--- src/rtl/sdf_pkg.sv ---
// Shared types and constants for the sample packet deframer.
package sdf_pkg;

  localparam int HdrBytes = 28;
  localparam int HdrBits  = HdrBytes * 8;
  localparam int HdrPosW  = 5;

  typedef enum logic [2:0] {
    CodeHeader     = 3'd0,
    CodeSample     = 3'd1,
    CodeShort      = 3'd2,
    CodeOverrun    = 3'd3,
    CodeHdrOverrun = 3'd4,
    CodeSmpOverrun = 3'd5
  } result_code_e;

  typedef struct packed {
    result_code_e       result_code;
    logic [7:0]         frame_type;
    logic [7:0]         unit_number;
    logic [15:0]        reserved_bytes;
    logic [31:0]        sequence_number;
    logic [15:0]        channel_count;
    logic [15:0]        bundle_count;
    logic [63:0]        first_sample_index;
    logic [63:0]        first_sample_time;
    logic signed [23:0] sample_value;
    logic [15:0]        channel_index;
    logic [15:0]        bundle_index;
  } result_t;

endpackage

--- src/rtl/sdf_core.sv ---
// Deframer state and per-byte decode logic.
module sdf_core (
  input  logic            clk_i,
  input  logic            rst_ni,
  input  logic            fire_i,
  input  logic [7:0]      data_byte_i,
  input  logic            last_byte_i,
  output logic            res_valid_o,
  output sdf_pkg::result_t res_o
);
  import sdf_pkg::*;

  typedef enum logic [2:0] {
    PhHeader  = 3'b001,
    PhSamples = 3'b010,
    PhTrail   = 3'b100
  } phase_e;

  phase_e               phase_q, phase_d;
  logic [HdrPosW-1:0]   pos_q, pos_d;
  logic [HdrBits-1:0]   hdr_q, hdr_d;
  logic [15:0]          partial_q, partial_d;
  logic [1:0]           cnt_q, cnt_d;
  logic [15:0]          chan_q, chan_d;
  logic [15:0]          bund_q, bund_d;

  logic        need;
  logic [15:0] chan_inc, bund_inc;
  logic        done;

  always_comb begin
    phase_d     = phase_q;
    pos_d       = pos_q;
    hdr_d       = hdr_q;
    partial_d   = partial_q;
    cnt_d       = cnt_q;
    chan_d      = chan_q;
    bund_d      = bund_q;
    res_valid_o = 1'b0;
    res_o       = '0;
    need        = 1'b0;
    done        = 1'b0;
    chan_inc    = chan_q + 16'd1;
    bund_inc    = bund_q + 16'd1;

    unique case (phase_q)
      PhHeader: begin
        // Header shifts in big-endian; byte 0 ends up at the top.
        hdr_d = {hdr_q[HdrBits-9:0], data_byte_i};
        if (pos_q == HdrPosW'(HdrBytes - 1)) begin
          need                     = (hdr_d[159:144] != 16'd0) && (hdr_d[143:128] != 16'd0);
          res_valid_o              = 1'b1;
          res_o.frame_type         = hdr_d[223:216];
          res_o.unit_number        = hdr_d[215:208];
          res_o.reserved_bytes     = hdr_d[207:192];
          res_o.sequence_number    = hdr_d[191:160];
          res_o.channel_count      = hdr_d[159:144];
          res_o.bundle_count       = hdr_d[143:128];
          res_o.first_sample_index = hdr_d[127:64];
          res_o.first_sample_time  = hdr_d[63:0];
          pos_d                    = '0;
          partial_d                = '0;
          cnt_d                    = '0;
          chan_d                   = '0;
          bund_d                   = '0;
          if (last_byte_i) begin
            res_o.result_code = need ? CodeHdrOverrun : CodeHeader;
            phase_d           = PhHeader;
          end else begin
            res_o.result_code = CodeHeader;
            phase_d           = need ? PhSamples : PhTrail;
          end
        end else begin
          pos_d = pos_q + HdrPosW'(1);
          if (last_byte_i) begin
            res_valid_o       = 1'b1;
            res_o.result_code = CodeShort;
            pos_d             = '0;
          end
        end
      end
      PhSamples: begin
        if (cnt_q != 2'd2) begin
          partial_d = {partial_q[7:0], data_byte_i};
          cnt_d     = cnt_q + 2'd1;
          if (last_byte_i) begin
            // packet ended inside a sample
            res_valid_o         = 1'b1;
            res_o.result_code   = CodeOverrun;
            res_o.channel_index = chan_q;
            res_o.bundle_index  = bund_q;
            phase_d             = PhHeader;
            pos_d               = '0;
            partial_d           = '0;
            cnt_d               = '0;
            chan_d              = '0;
            bund_d              = '0;
          end
        end else begin
          res_valid_o         = 1'b1;
          res_o.sample_value  = {partial_q, data_byte_i};
          res_o.channel_index = chan_q;
          res_o.bundle_index  = bund_q;
          partial_d           = '0;
          cnt_d               = '0;
          if (chan_inc >= hdr_q[159:144]) begin
            chan_d = '0;
            bund_d = bund_inc;
          end else begin
            chan_d = chan_inc;
          end
          done = bund_d >= hdr_q[143:128];
          if (last_byte_i) begin
            res_o.result_code = done ? CodeSample : CodeSmpOverrun;
            phase_d           = PhHeader;
            pos_d             = '0;
            chan_d            = '0;
            bund_d            = '0;
          end else begin
            res_o.result_code = CodeSample;
            phase_d           = done ? PhTrail : PhSamples;
          end
        end
      end
      PhTrail: begin
        if (last_byte_i) begin
          phase_d   = PhHeader;
          pos_d     = '0;
          partial_d = '0;
          cnt_d     = '0;
          chan_d    = '0;
          bund_d    = '0;
        end
      end
      default: begin
        phase_d = PhHeader;
      end
    endcase
  end

  always_ff @(posedge clk_i or negedge rst_ni) begin
    if (!rst_ni) begin
      phase_q   <= PhHeader;
      pos_q     <= '0;
      partial_q <= '0;
      cnt_q     <= '0;
      chan_q    <= '0;
      bund_q    <= '0;
    end else if (fire_i) begin
      phase_q   <= phase_d;
      pos_q     <= pos_d;
      partial_q <= partial_d;
      cnt_q     <= cnt_d;
      chan_q    <= chan_d;
      bund_q    <= bund_d;
    end
  end

  // header bytes are fully rewritten before any read, so no reset
  always_ff @(posedge clk_i) begin
    if (fire_i) begin
      hdr_q <= hdr_d;
    end
  end

endmodule

--- src/rtl/sdf_out_reg.sv ---
// Result register with valid/stall handshake toward the consumer.
module sdf_out_reg (
  input  logic             clk_i,
  input  logic             rst_ni,
  input  logic             load_i,
  input  sdf_pkg::result_t data_i,
  input  logic             stall_i,
  output logic             free_o,
  output logic             valid_o,
  output sdf_pkg::result_t data_o
);
  import sdf_pkg::*;

  logic    valid_q;
  result_t data_q;

  assign free_o  = !valid_q || !stall_i;
  assign valid_o = valid_q;
  assign data_o  = data_q;

  always_ff @(posedge clk_i or negedge rst_ni) begin
    if (!rst_ni) begin
      valid_q <= 1'b0;
    end else if (free_o) begin
      valid_q <= load_i;
    end
  end

  always_ff @(posedge clk_i) begin
    if (free_o && load_i) begin
      data_q <= data_i;
    end
  end

endmodule

--- src/rtl/sample_packet_deframer_unit.sv ---
// Top level of the sample packet deframer: input register, decode core, result register.
// One packet byte per request, last_byte_i marking the end of the packet. The 28-byte
// big-endian header is reported once as a header result; after it come signed 24-bit
// samples, one result per third byte, tagged with channel and bundle index (channel
// fastest). A packet that ends early reports a short-packet or overrun code; bytes past
// the last sample produce nothing. A byte is taken every clock unless in_stall_o holds it
// back: it is held in the input register, decoded against the packet state, and its result,
// if any, is loaded into the result register. Only a stalled, occupied result register
// holds the input back.
module sample_packet_deframer_unit (
  input  logic               clk_i,
  input  logic               rst_ni,
  input  logic               in_valid_i,
  output logic               in_stall_o,
  input  logic [7:0]         data_byte_i,
  input  logic               last_byte_i,
  output logic               out_valid_o,
  input  logic               out_stall_i,
  output logic [2:0]         result_code_o,
  output logic [7:0]         frame_type_o,
  output logic [7:0]         unit_number_o,
  output logic [15:0]        reserved_bytes_o,
  output logic [31:0]        sequence_number_o,
  output logic [15:0]        channel_count_o,
  output logic [15:0]        bundle_count_o,
  output logic [63:0]        first_sample_index_o,
  output logic [63:0]        first_sample_time_o,
  output logic signed [23:0] sample_value_o,
  output logic [15:0]        channel_index_o,
  output logic [15:0]        bundle_index_o
);
  import sdf_pkg::*;

  logic       in_v_q;
  logic [7:0] byte_q;
  logic       last_q;
  logic       res_free;
  logic       fire;
  logic       res_valid;
  result_t    res, res_out;

  assign fire       = in_v_q && res_free;
  assign in_stall_o = in_v_q && !res_free;

  always_ff @(posedge clk_i or negedge rst_ni) begin
    if (!rst_ni) begin
      in_v_q <= 1'b0;
    end else if (!in_stall_o) begin
      in_v_q <= in_valid_i;
    end
  end

  always_ff @(posedge clk_i) begin
    if (!in_stall_o && in_valid_i) begin
      byte_q <= data_byte_i;
      last_q <= last_byte_i;
    end
  end

  sdf_core u_core (
    .clk_i       (clk_i),
    .rst_ni      (rst_ni),
    .fire_i      (fire),
    .data_byte_i (byte_q),
    .last_byte_i (last_q),
    .res_valid_o (res_valid),
    .res_o       (res)
  );

  sdf_out_reg u_out (
    .clk_i   (clk_i),
    .rst_ni  (rst_ni),
    .load_i  (fire && res_valid),
    .data_i  (res),
    .stall_i (out_stall_i),
    .free_o  (res_free),
    .valid_o (out_valid_o),
    .data_o  (res_out)
  );

  assign result_code_o        = res_out.result_code;
  assign frame_type_o         = res_out.frame_type;
  assign unit_number_o        = res_out.unit_number;
  assign reserved_bytes_o     = res_out.reserved_bytes;
  assign sequence_number_o    = res_out.sequence_number;
  assign channel_count_o      = res_out.channel_count;
  assign bundle_count_o       = res_out.bundle_count;
  assign first_sample_index_o = res_out.first_sample_index;
  assign first_sample_time_o  = res_out.first_sample_time;
  assign sample_value_o       = res_out.sample_value;
  assign channel_index_o      = res_out.channel_index;
  assign bundle_index_o       = res_out.bundle_index;

endmodule
--- config.mk ---
export PLATFORM = sky130hd
export DESIGN_NAME = sample_packet_deframer_unit
export DESIGN_NICKNAME = d
export VERILOG_FILES = /design/src/rtl/sdf_pkg.sv /design/src/rtl/sdf_core.sv /design/src/rtl/sdf_out_reg.sv /design/src/rtl/sample_packet_deframer_unit.sv
export SDC_FILE = /design/constraint.sdc
export NUM_CORES = 1
export LEC_CHECK = 0
export ABC_CLOCK_PERIOD_IN_PS = 23300
export BUFFER_PORTS_ARGS = -buffer_cell sky130_fd_sc_hd__buf_2
export CAP_MARGIN = 20
export CORE_MARGIN = 4
export CORE_UTILIZATION = 51
export DETAILED_ROUTE_END_ITERATION = 7
export GPL_TIMING_DRIVEN = 0
export PLACE_DENSITY = 0.69
export SYNTH_ARGS = -nofsm -noshare
export SYNTH_HDL_FRONTEND = slang
export SYNTH_SLANG_ARGS = --single-unit
export TNS_END_PERCENT = 5
--- constraint.sdc ---
create_clock -name clk_i -period 23.3 [get_ports clk_i]
set_input_delay 2.33 -clock clk_i [delete_from_list [all_inputs] [get_ports clk_i]]
set_output_delay 2.33 -clock clk_i [all_outputs]
set_load 0.02 [all_outputs]
==> flow_summary.yaml, run 1 <==
yosys:
  synthDistinctLibCells: 63
  synthAdderAreaFrac: 0.02086
  synthMuxAreaShare: 0.0005215
  ys_warn_count: 0
  synth_nets: 1421
  syn_area_mm2: 0.02159
  ys_seq_elements: 568
  postSynthAreaPerCell_um2: 15.74
  async_flop_share: 0.1056
  synth-seq-area-share: 0.7760
  synthXorXnorAreaFrac: 0.01136
  yosys.area.top_type: "edfxtp_1"
  synth_top_cells_by_area: "edfxtp_1 71%, dfrtp_1 6.8%, and3_1 6.5%, ha_1 2.1%, nand2_1 1.3%"
  synth-main-ff-cell: "edfxtp_1"
  synth_compound_area_frac: 0.04502
  synth_edf_count: 508
  synthSimpleGateAreaFrac: 0.1251
  synth_top_family_by_area: "simple AND/OR/NAND/NOR gates"
  synthDominantCellAreaShare: 0.7064
  syn-instance-count: 1372
power_and_ir_drop:
  pwr_density_cell_mw_per_mm2: 86.12
  p_leak_nw: 10.75
  ir_drop_mv: 0.05099
grt:
  grt_first_pass_wirelength_um: 75020
  use_met1: 0.3107
  grt_overflow: 0
  grt_use_met3: 0.05165
  grt_pass1_vias: 12726
  grt_busiest_layer: "met2"
  grtUsageTotal: 0.2150
  grt_max_degree: 61
  antenna_found_initial: 0
  use_met2: 0.3370
critical_path:
  critPathLaunchType: "flip-flop"
  timing.critical_path.mode_cell: "nand3_1"
  cp.required_ns: 23.75
  cp_slowest_cell: "o21ai_0"
  crit_arrival_ns: 6.40
  reg2reg_slack_ns: 17.35
  r2r_start: "u_core.chan_q[0]"
  max_stage_delay_ns: 0.61
  rr_worst_depth: 20
  critPathCaptureType: "flip-flop"
  r2r-end: "u_out.data_o[282]"
  crit_chain: "nand3_1 > nor4b_2 > nand3_1 > nor2_1 > xor2_1 > ha_1 > nand2_1 > o21ai_0 > a22oi_1 > a21bo_2 > buf_2 > nand3_1 > xnor2_1 > ha_1 > or3_1 > a2111oi_0 > o211ai_1 > nand2_1 > nand4_1 > a21oi_1"
  crit_fanout: 10
  path_class: "reg2reg"
worst_hold_path:
  min-delay-path-class: "reg2reg"
  min_path_cells: 0
  worstHoldStart: "u_core.hdr_q[207]"
  holdPathEnd: "u_core.hdr_q[215]"
placed_design:
  dpl.hpwl_um: 35340
  io_buffers: 297
  dp_slack_ns: 17.50
  gp_congestion: 0.8840
detailed_routing:
  route.detailed.drc: 0
  ant_nets: 0
  wirelength_um: 50000
  via_count: 13006
  drt-vias-per-instance: 5.594
  wl_per_cell_um: 21.51
  detail_route.iter0.violations: 1186
  dr.pass1.iters: 5
floorplan:
  die_x_um: 213.8
  dieHeight_um: 213.8
  start_util: 0.5148
  core_area_mm2: 0.04195
  dieArea_mm2: 0.04570
  io_pins: 298
  rows: 75
sta:
  fin_ws_ns: 17.35
  rsz0062_at_grt: "false"
  tns_ns: 0
  max_freq_mhz: 168.1
  hold_violations: 0
  finalSetupViolCount: 0
  fin_crit_ns: 5.951
  fin_crit_sh: 0.2554
  slew_violations: 0
  worst_pin_slew_ns: 0.9142
  max-slew-margin-rel: 0.3891
  finalClockSkew_ns: 0.01467
clock_tree:
  cts_setup_buffers: 0
  clk_transition_reported_paths_ns: 0.06
  cts.path.max_buffers: 3
  cts_hold_buf: 0
  cts.sinks: 568
  cts_tree: "done"
  cts_max_level: 2
  cts-root-buf: "clkbuf_16"
  clkLatencyLatePin_ns: 0.61
  numCtsBuffers: 55
  cts_resized: 0
layout:
  fill_cells: 3051
  drive_gt1_frac: 0.2380
  area_growth_pct: 20.22
  register_area_mm2: 0.01676
  multi_input_area_mm2: 0.004403
  finalNetCount: 1793
  diodes: 0
outcome:
  status: "completed"
run:
  cap_violations: 0
==> worst max path at each step <==
stage                           startpoint           endpoint  cells after the start
after global placement         out_stall_i  u_out.data_o[152]                      5
after detailed placement  u_core.chan_q[0]  u_out.data_o[282]                     20
final                     u_core.chan_q[0]  u_out.data_o[282]                     20
after global routing      u_core.chan_q[0]  u_out.data_o[282]                     20
after floorplan                out_stall_i    u_out.data_o[0]                      4
after CTS                 u_core.chan_q[0]  u_out.data_o[282]                     22
==> cell usage after synthesis, types with 5 or more instances <==
master	count
ha_1	36
clkbuf_1	71
nand2_1	74
a31oi_1	11
nor4_1	9
xor2_1	12
and2_1	38
nand4_1	9
a21oi_1	29
nand3_1	23
nor2_1	51
nand2b_1	8
a32oi_1	6
o31ai_1	9
o311ai_0	5
and3_1	223
a22o_1	5
o21ai_0	39
xnor2_1	16
buf_2	5
edfxtp_1	508
and4_1	5
a21o_1	7
dfrtp_1	59
inv_1	35
nor3_1	16
==> worst max-delay path: cells and delay by family, from the launching register on <==
| kind | cells | cell delay (ns) |
|---|---|---|
| AND/OR/NAND/NOR | 9 | 2.28 |
| AO/OA/AOI/OAI | 6 | 1.91 |
| adder cells (fa/ha/maj) | 2 | 0.54 |
| flip-flops | 1 | 0.48 |
| XOR/XNOR | 2 | 0.34 |
| buffers and inverters | 1 | 0.23 |
==> layer usage <==
layer,share of wire,vias up
li1,-,5940
met1,0.43,6413
met2,0.47,579
met3,0.087,74
met4,0.019,0
met5,0,-
==> logic make-up (layout without fill, tap and decap cells) <==
logic type / count (synthesis) / count (layout)
buf+inv: 117 / 531
compound gates: 142 / 142
mux: 1 / 1
flops: 568 / 568
fa+ha+maj: 36 / 36
xor+xnor: 28 / 28
simple gates: 480 / 480
==> state kept, by name, summed over array words and instances, names as in the netlist, 2 cells and up <==
| register | flops |
|---|---|
| u_core.bund_q | 16 |
| u_core.cnt_q | 2 |
| u_core.chan_q | 16 |
| byte_q | 8 |
| u_core.phase_q | 3 |
| u_core.pos_q | 5 |
| u_core.hdr_q | 216 |
| u_out.data_o | 283 |
| u_core.partial_q | 16 |
==> metrics by stage <==
stage          cell area (um^2)  power [W]    util  hold WS [ns]  instances
2_1_floorplan             21590   0.001337       -        0.4174       1372
5_1_grt                   25960   0.002314  0.6189        0.4491       2325
3_3_place_gp              23760   0.001408  0.5663        0.4224       2208
6_report                  25960   0.002236  0.6189        0.4383       2325
3_5_place_dp              24180   0.001377  0.5765        0.4245       2226
4_1_cts                   25960   0.002254  0.6189        0.4410       2325
==> power breakdown <==
part,internal [W],total [W],switching (W)
combinational,0.0000360,0.000126,0.0000900
clock,0.000502,0.000880,0.000377
sequential,0.00119,0.00123,0.0000362
total,0.00173,0.00224,0.000503
==> cell usage in the layout, fill, tap and decap left out, drive strengths merged, types with 23 or more instances in the layout <==
cell type / Yosys / routed
dfrtp: 59 / 59
nand2: 76 / 76
clkinv: 0 / 24
inv: 36 / 38
o21ai: 40 / 40
clkbuf: 71 / 136
a21oi: 29 / 29
and2: 38 / 38
nand3: 23 / 23
buf: 10 / 325
edfxtp: 508 / 508
and3: 223 / 223
nor2: 51 / 51
ha: 36 / 36
==> layout make-up <==
class                      count  area share
multi-input combinational    687      0.1696
inverter                      36    0.005205
tap                          539     0.02598
clock buffer                  65     0.05446
buffer                        81     0.01239
clock inverter                34     0.01412
sequential                   568      0.6455
timing repair buffer         315     0.07277
No activity file was read; power rests on OpenSTA's default activity.
==> inputs of run 2 (changes only) <==
--- a/config.mk
+++ b/config.mk
@@ -5,7 +5,8 @@
 export SDC_FILE = /design/constraint.sdc
 export NUM_CORES = 1
 export LEC_CHECK = 0
-export ABC_CLOCK_PERIOD_IN_PS = 23300
+export ABC_AREA = 1
+export ABC_CLOCK_PERIOD_IN_PS = 5900
 export BUFFER_PORTS_ARGS = -buffer_cell sky130_fd_sc_hd__buf_2
 export CAP_MARGIN = 20
 export CORE_MARGIN = 4
==> constraint.sdc (replaced) <==
create_clock -name clk_i -period 5.9 [get_ports clk_i]
set_input_delay 0.59 -clock clk_i [delete_from_list [all_inputs] [get_ports clk_i]]
set_output_delay 0.59 -clock clk_i [all_outputs]
set_load 0.02 [all_outputs]
==> run 2 against run 1 <==
Maximum frequency is 21% higher. Global-route usage down 1.7 points. Sequential power rose to 5.0 times the previous value. Critical endpoint unchanged. Largest power group unchanged. Sequential share of layout area shrank 1.8 points. Total power grew to 5.4 times the previous value. Setup slack worse by 16 ns.
==> flow_summary.yaml, run 2 <==
yosys:
  synth-main-ff-cell: "edfxtp_1"
  synth_top_cells_by_area: "edfxtp_1 69%, dfrtp_1 6.7%, inv_1 5.4%, nor2_1 5.3%, nand2_1 4.3%"
  synthDominantCellAreaShare: 0.6899
  synth_edf_count: 508
  syn-instance-count: 1757
  ys_seq_elements: 568
  synth-seq-area-share: 0.7579
  postSynthAreaPerCell_um2: 12.58
  synth_nets: 1806
  netlist_top_cells_count: "508 x edfxtp_1, 319 x inv_1, 310 x nor2_1"
  yosys.area.top_type: "edfxtp_1"
  syn_area_mm2: 0.02211
  async_flop_share: 0.1056
  ys_warn_count: 0
  synthDistinctLibCells: 42
  synth_most_common_cell: "edfxtp_1"
detailed_routing:
  via_count: 13403
  drt-vias-per-instance: 4.860
  wirelength_um: 46650
  detail_route.iter0.violations: 1079
  dr.pass1.iters: 5
  ant_nets: 0
  route.detailed.drc: 0
  wl_per_cell_um: 16.91
layout:
  drive_gt1_frac: 0.2145
  fin_cells: 2758
  finalNetCount: 2179
  layout_common_cells: "508 x edfxtp_1, 319 x inv_1, 316 x buf_2, 308 x nor2_1, 253 x nand2_1"
  diodes: 0
  largest_reg_flops: 283
  fill_cells: 3299
  register_area_mm2: 0.01676
  final_cell_area_mm2: 0.02672
  multi_input_area_mm2: 0.003897
  area_growth_pct: 20.84
  layout_commonest_cell: "edfxtp_1"
grt:
  grt_busiest_layer: "met2"
  use_met1: 0.2681
  grt_max_degree: 61
  grt_first_pass_wirelength_um: 72890
  use_met2: 0.3241
  grt_pass1_vias: 13215
  grt_overflow: 0
  grtUsageTotal: 0.1982
  antenna_found_initial: 1
  grt_use_met3: 0.05412
critical_path:
  crit_arrival_ns: 5.31
  cp.required_ns: 6.31
  critPathLaunchType: "flip-flop"
  r2r_start: "u_core.chan_q[0]"
  reg2reg_slack_ns: 1.00
  r2r-end: "u_out.data_o[282]"
  rr_worst_depth: 23
  critPathCaptureType: "flip-flop"
  path_class: "reg2reg"
  crit_fanout: 10
clock_tree:
  cts_resized: 0
  cts_setup_buffers: 0
  clkLatencyLatePin_ns: 0.60
  cts_hold_buf: 0
  cts-root-buf: "clkbuf_16"
  cts_max_level: 2
  cts.sinks: 568
  clk_transition_reported_paths_ns: 0.07
  numCtsBuffers: 56
  cts.path.max_buffers: 3
  cts_tree: "done"
sta:
  fin_crit_ns: 4.899
  rsz0062_at_grt: "false"
  finalClockSkew_ns: 0.01816
  max_freq_mhz: 204.1
  slew_violations: 0
  hold_ws_ns: 0.08382
  finalSetupViolCount: 0
  worst_pin_slew_ns: 0.8440
  fin_crit_sh: 0.8304
  hold_violations: 0
  max-slew-margin-rel: 0.4360
floorplan:
  die_x_um: 216.2
  core_area_mm2: 0.04298
  io_pins: 298
  dieHeight_um: 216.2
  start_util: 0.5144
  dieArea_mm2: 0.04675
  rows: 76
run:
  cap_violations: 0
placed_design:
  dpl.hpwl_um: 33440
  io_buffers: 297
  dp_cells: 2657
  dpl_cell_area_mm2: 0.02478
  gp_congestion: 0.8983
power_and_ir_drop:
  switchingPower_w: 0.003544
  combPwrFrac: 0.182
  p_leak_nw: 11.43
  p_sw_frac: 0.2923
  p_seq_frac: 0.512
  intPower_w: 0.008581
  clkPwrFrac: 0.306
  pwr_density_cell_mw_per_mm2: 453.8
  ir_drop_mv: 0.2892
  total_power_w: 0.01213
worst_hold_path:
  min-delay-path-class: "in2async"
outcome:
  status: "completed"
run 2: how the worst max path moves through the flow:
stage                           from                end  slack [ns]  cells after the start
floorplan                out_stall_i    u_core.hdr_q[0]       -1.03                      3
global route        u_core.chan_q[0]  u_out.data_o[282]        0.73                     21
global placement         out_stall_i  u_core.hdr_q[100]       -3.68                      4
detailed placement  u_core.chan_q[0]  u_out.data_o[282]        1.19                     21
finish              u_core.chan_q[0]  u_out.data_o[282]        1.00                     23
CTS                 u_core.chan_q[0]  u_out.data_o[282]        1.14                     21
run 2: kinds of logic after synthesis:
| logic type | after synthesis | share of synthesized area |
|---|---|---|
| AO/OA/AOI/OAI | 88 | 0.02179 |
| adder cells (fa/ha/maj) | 36 | 0.02037 |
| XOR/XNOR | 24 | 0.009846 |
| buffers and inverters | 376 | 0.06655 |
| AND/OR/NAND/NOR | 665 | 0.1236 |
| flip-flops | 568 | 0.7579 |
run 2: layer usage:
metal	share of wire	vias to the layer above
met1	0.42	6430
met5	0	-
li1	-	6483
met4	0.019	0
met3	0.077	58
met2	0.48	432
run 2: power groups by stage:
stage	combinational, W	clock [W]	sequential, W
after floorplan	0.000901	0	0.00670
after global placement	0.00192	0	0.00651
final	0.00221	0.00371	0.00621
after detailed placement	0.00223	0	0.00629
after global routing	0.00243	0.00397	0.00632
after CTS	0.00224	0.00378	0.00622
run 2: worst max-delay path: stages, from the launching register on:
cell,delay [ns]
dfrtp_1,0.49
ha_1,0.26
nand2_1,0.07
nor2_1,0.29
nand4_1,0.24
nor4_2,0.26
xor2_1,0.27
inv_1,0.08
ha_1,0.28
nand2_1,0.09
o21ai_0,0.09
a21oi_1,0.19
nand2_2,0.13
buf_2,0.21
o21ai_0,0.33
inv_1,0.09
ha_1,0.30
a21oi_1,0.15
o21ai_0,0.14
nand2_1,0.08
o211ai_1,0.09
nand2_1,0.16
nand4_1,0.13
a21oi_1,0.28
run 2: area by class of cell:
type                       count  area share
timing repair buffer         315     0.07174
clock inverter                40     0.01883
clock buffer                  61     0.05390
buffer                        51    0.009413
inverter                     325     0.04566
sequential                   568      0.6272
tap                          585     0.02740
multi-input combinational    813      0.1459
run 2: through the flow:
step	TNS (ns)	utilization	setup slack, ns
2_1_floorplan	-221.43	-	-1.025
3_5_place_dp	0	0.5764	1.194
3_3_place_gp	-1331.12	0.5663	-3.683
4_1_cts	0	0.6216	1.137
6_report	0	0.6216	1.001
5_1_grt	0	0.6216	0.7259
==> inputs of run 3 (changes only) <==
--- a/config.mk
+++ b/config.mk
@@ -6,14 +6,14 @@
 export NUM_CORES = 1
 export LEC_CHECK = 0
 export ABC_AREA = 1
-export ABC_CLOCK_PERIOD_IN_PS = 5900
+export ABC_CLOCK_PERIOD_IN_PS = 4500
 export BUFFER_PORTS_ARGS = -buffer_cell sky130_fd_sc_hd__buf_2
 export CAP_MARGIN = 20
 export CORE_MARGIN = 4
 export CORE_UTILIZATION = 51
 export DETAILED_ROUTE_END_ITERATION = 7
 export GPL_TIMING_DRIVEN = 0
-export PLACE_DENSITY = 0.69
+export PLACE_DENSITY = 0.72
 export SYNTH_ARGS = -nofsm -noshare
 export SYNTH_HDL_FRONTEND = slang
 export SYNTH_SLANG_ARGS = --single-unit
==> constraint.sdc (replaced) <==
create_clock -name clk_i -period 4.5 [get_ports clk_i]
set_input_delay 0.45 -clock clk_i [delete_from_list [all_inputs] [get_ports clk_i]]
set_output_delay 0.45 -clock clk_i [all_outputs]
set_load 0.02 [all_outputs]
==> run 3 against run 2 <==
Critical path depth stayed put. Clock skew is 0.0050 ns lower. Hold slack got worse by 0.044 ns. Sequential share of layout area decreased by 0.21 points. Non-clock buffer count rose by 22. Clock-buffer cell count grew 15. Cell count is 0.76% higher. Largest cell class unchanged. Largest power group unchanged.
==> flow_summary.yaml, run 3 (same netlist as run 2, synthesis figures left out) <==
outcome:
  status: "completed"
layout:
  layout_common_cells: "508 x edfxtp_1, 317 x inv_1, 314 x buf_2, 306 x nor2_1, 250 x nand2_1"
  fin_cells: 2779
  largest_reg_flops: 283
  area_growth_pct: 21.27
  drive_gt1_frac: 0.2215
  finalNetCount: 2201
  final_cell_area_mm2: 0.02681
  layout_commonest_cell: "edfxtp_1"
  diodes: 0
critical_path:
  crit_arrival_ns: 4.67
  timing.critical_path.mode_cell: "nand2_1"
  critPathLaunch: "u_core.chan_q[1]"
  cp.required_ns: 4.84
  r2r_start: "u_core.chan_q[1]"
  rr_worst_depth: 23
  crit_chain: "ha_2 > nand2_1 > nor2_4 > nand4_1 > nor4_2 > xor2_1 > inv_1 > ha_1 > nand2_1 > nor3_2 > nand2_2 > nand2_4 > clkbuf_16 > nand2_1 > and2_1 > ha_1 > nand2_1 > inv_1 > nand3_1 > nor3_2 > nand3_2 > nand4_1 > a21oi_2"
  cp_slowest_cell: "dfrtp_2"
  max_stage_delay_ns: 0.40
  cp_top_family: "simple AND/OR/NAND/NOR gates"
  critPathLaunchType: "flip-flop"
  path_class: "reg2reg"
  critPathCaptureType: "flip-flop"
  worstSetupPathDepth: 23
  crit_buf_inv: 3
  crit_fanout: 5
  reg2reg_slack_ns: 0.17
  r2r-end: "u_out.data_o[282]"
  critPathCapture: "u_out.data_o[282]"
run:
  cap_violations: 0
floorplan:
  start_util: 0.5144
  io_pins: 298
  die_x_um: 216.2
  dieHeight_um: 216.2
  dieArea_mm2: 0.04675
  core_area_mm2: 0.04298
  rows: 76
grt:
  grt_first_pass_wirelength_um: 73420
  use_met2: 0.3294
  grt_max_degree: 61
  grt_overflow: 0
  grtUsageTotal: 0.2002
  grt_busiest_layer: "met2"
  grt_pass1_vias: 13378
  antenna_found_initial: 0
  use_met1: 0.2680
  grt_use_met3: 0.04936
clock_tree:
  cts_max_level: 2
  cts_tree: "done"
  clkLatencyLatePin_ns: 0.60
  cts.path.max_buffers: 3
  cts.sinks: 568
  numCtsBuffers: 56
  cts-root-buf: "clkbuf_16"
  clk_transition_reported_paths_ns: 0.06
sta:
  fin_crit_ns: 4.329
  hold_violations: 0
  max_freq_mhz: 231.0
  tns_ns: 0
  fin_crit_sh: 0.9621
  max-slew-margin-rel: 0.4377
  slew_violations: 0
  fin_ws_ns: 0.1706
  finalClockSkew_ns: 0.01320
  finalSetupViolCount: 0
  worst_pin_slew_ns: 0.8434
worst_hold_path:
  min-delay-path-class: "in2reg"
power_and_ir_drop:
  combPwrFrac: 0.184
  clkPwrFrac: 0.290
  total_power_w: 0.01552
  p_seq_frac: 0.525
  p_sw_frac: 0.2980
  pwr_density_cell_mw_per_mm2: 578.8
  intPower_w: 0.01090
  p_leak_nw: 11.45
  switchingPower_w: 0.004624
  ir_drop_mv: 0.3359
detailed_routing:
  wl_per_cell_um: 17.16
  route.detailed.drc: 0
  drt-vias-per-instance: 4.903
  via_count: 13626
  detail_route.iter0.violations: 1267
  dr.pass1.iters: 6
  wirelength_um: 47680
  ant_nets: 0
placed_design:
  dpl_cell_area_mm2: 0.02470
  dp_cells: 2655
  dpl.hpwl_um: 33490
  dp_slack_ns: -0.2698
  io_buffers: 297
  gp_congestion: 0.8789
[run 3: layout make-up]
cell class | count | area (um^2)
plain buffers | 51 | 267.8
flip-flops and latches | 568 | 16760
fillers | 3238 | 16170
repair buffers | 337 | 2044
clock buffers | 76 | 1508
inverters | 325 | 1222
well taps | 585 | 732.0
clock inverters | 24 | 256.5
multi-input cells | 813 | 4023
[run 3: worst reg2reg max path: stages (launching register included)]
cell and delay [ns]:
dfrtp_2 0.40, ha_2 0.21, nand2_1 0.10, nor2_4 0.15, nand4_1 0.15, nor4_2 0.29
xor2_1 0.26, inv_1 0.09, ha_1 0.27, nand2_1 0.09, nor3_2 0.23, nand2_2 0.11
nand2_4 0.14, clkbuf_16 0.17, nand2_1 0.06, and2_1 0.17, ha_1 0.30, nand2_1 0.07
inv_1 0.05, nand3_1 0.10, nor3_2 0.27, nand3_2 0.16, nand4_1 0.16, a21oi_2 0.08
[run 3: how the worst min path moves through the flow]
stage | start | endpoint | slack (ns) | cells past startpoint
2_1_floorplan | rst_ni | in_v_q | 0.15 | 0
3_3_place_gp | u_core.hdr_q[159] | u_core.hdr_q[167] | 0.43 | 0
3_5_place_dp | u_core.hdr_q[185] | u_core.hdr_q[193] | 0.43 | 0
4_1_cts | data_byte_i[6] | byte_q[6] | 0.005 | 1
5_1_grt | data_byte_i[6] | byte_q[6] | 0.009 | 1
6_report | data_byte_i[6] | byte_q[6] | 0.04 | 1
[run 3: metal layers]
layer	up-vias	wire length, um
met5	-	0
met4	0	1281
met3	87	4013
met2	533	22960
met1	6501	19430
li1	6505	-
[run 3: repair_timing]
item,4_1_cts,5_1_grt
hold buffers,9,0
gates resized for setup,5,34
setup endpoints to repair,3,3
endpoints found under the hold margin,67,0
cloned,0,1
pin swaps,0,10
setup buffers,0,14
[run 3: power groups by stage]
stage / clock network, W / registers (W) / logic, W
finish: 0.00451 / 0.00815 / 0.00286
global route: 0.00484 / 0.00829 / 0.00313
CTS: 0.00460 / 0.00816 / 0.00288
detailed placement: 0 / 0.00824 / 0.00285
global placement: 0 / 0.00844 / 0.00253
floorplan: 0 / 0.00871 / 0.00119
[run 3: per-stage QoR]
stage | utilization | hold WS [ns]
after global placement | 0.5669 | 0.4287
after detailed placement | 0.5747 | 0.4317
after global routing | 0.6239 | 0.008792
after floorplan | - | 0.1544
final | 0.6239 | 0.03970
after CTS | 0.6183 | 0.005112
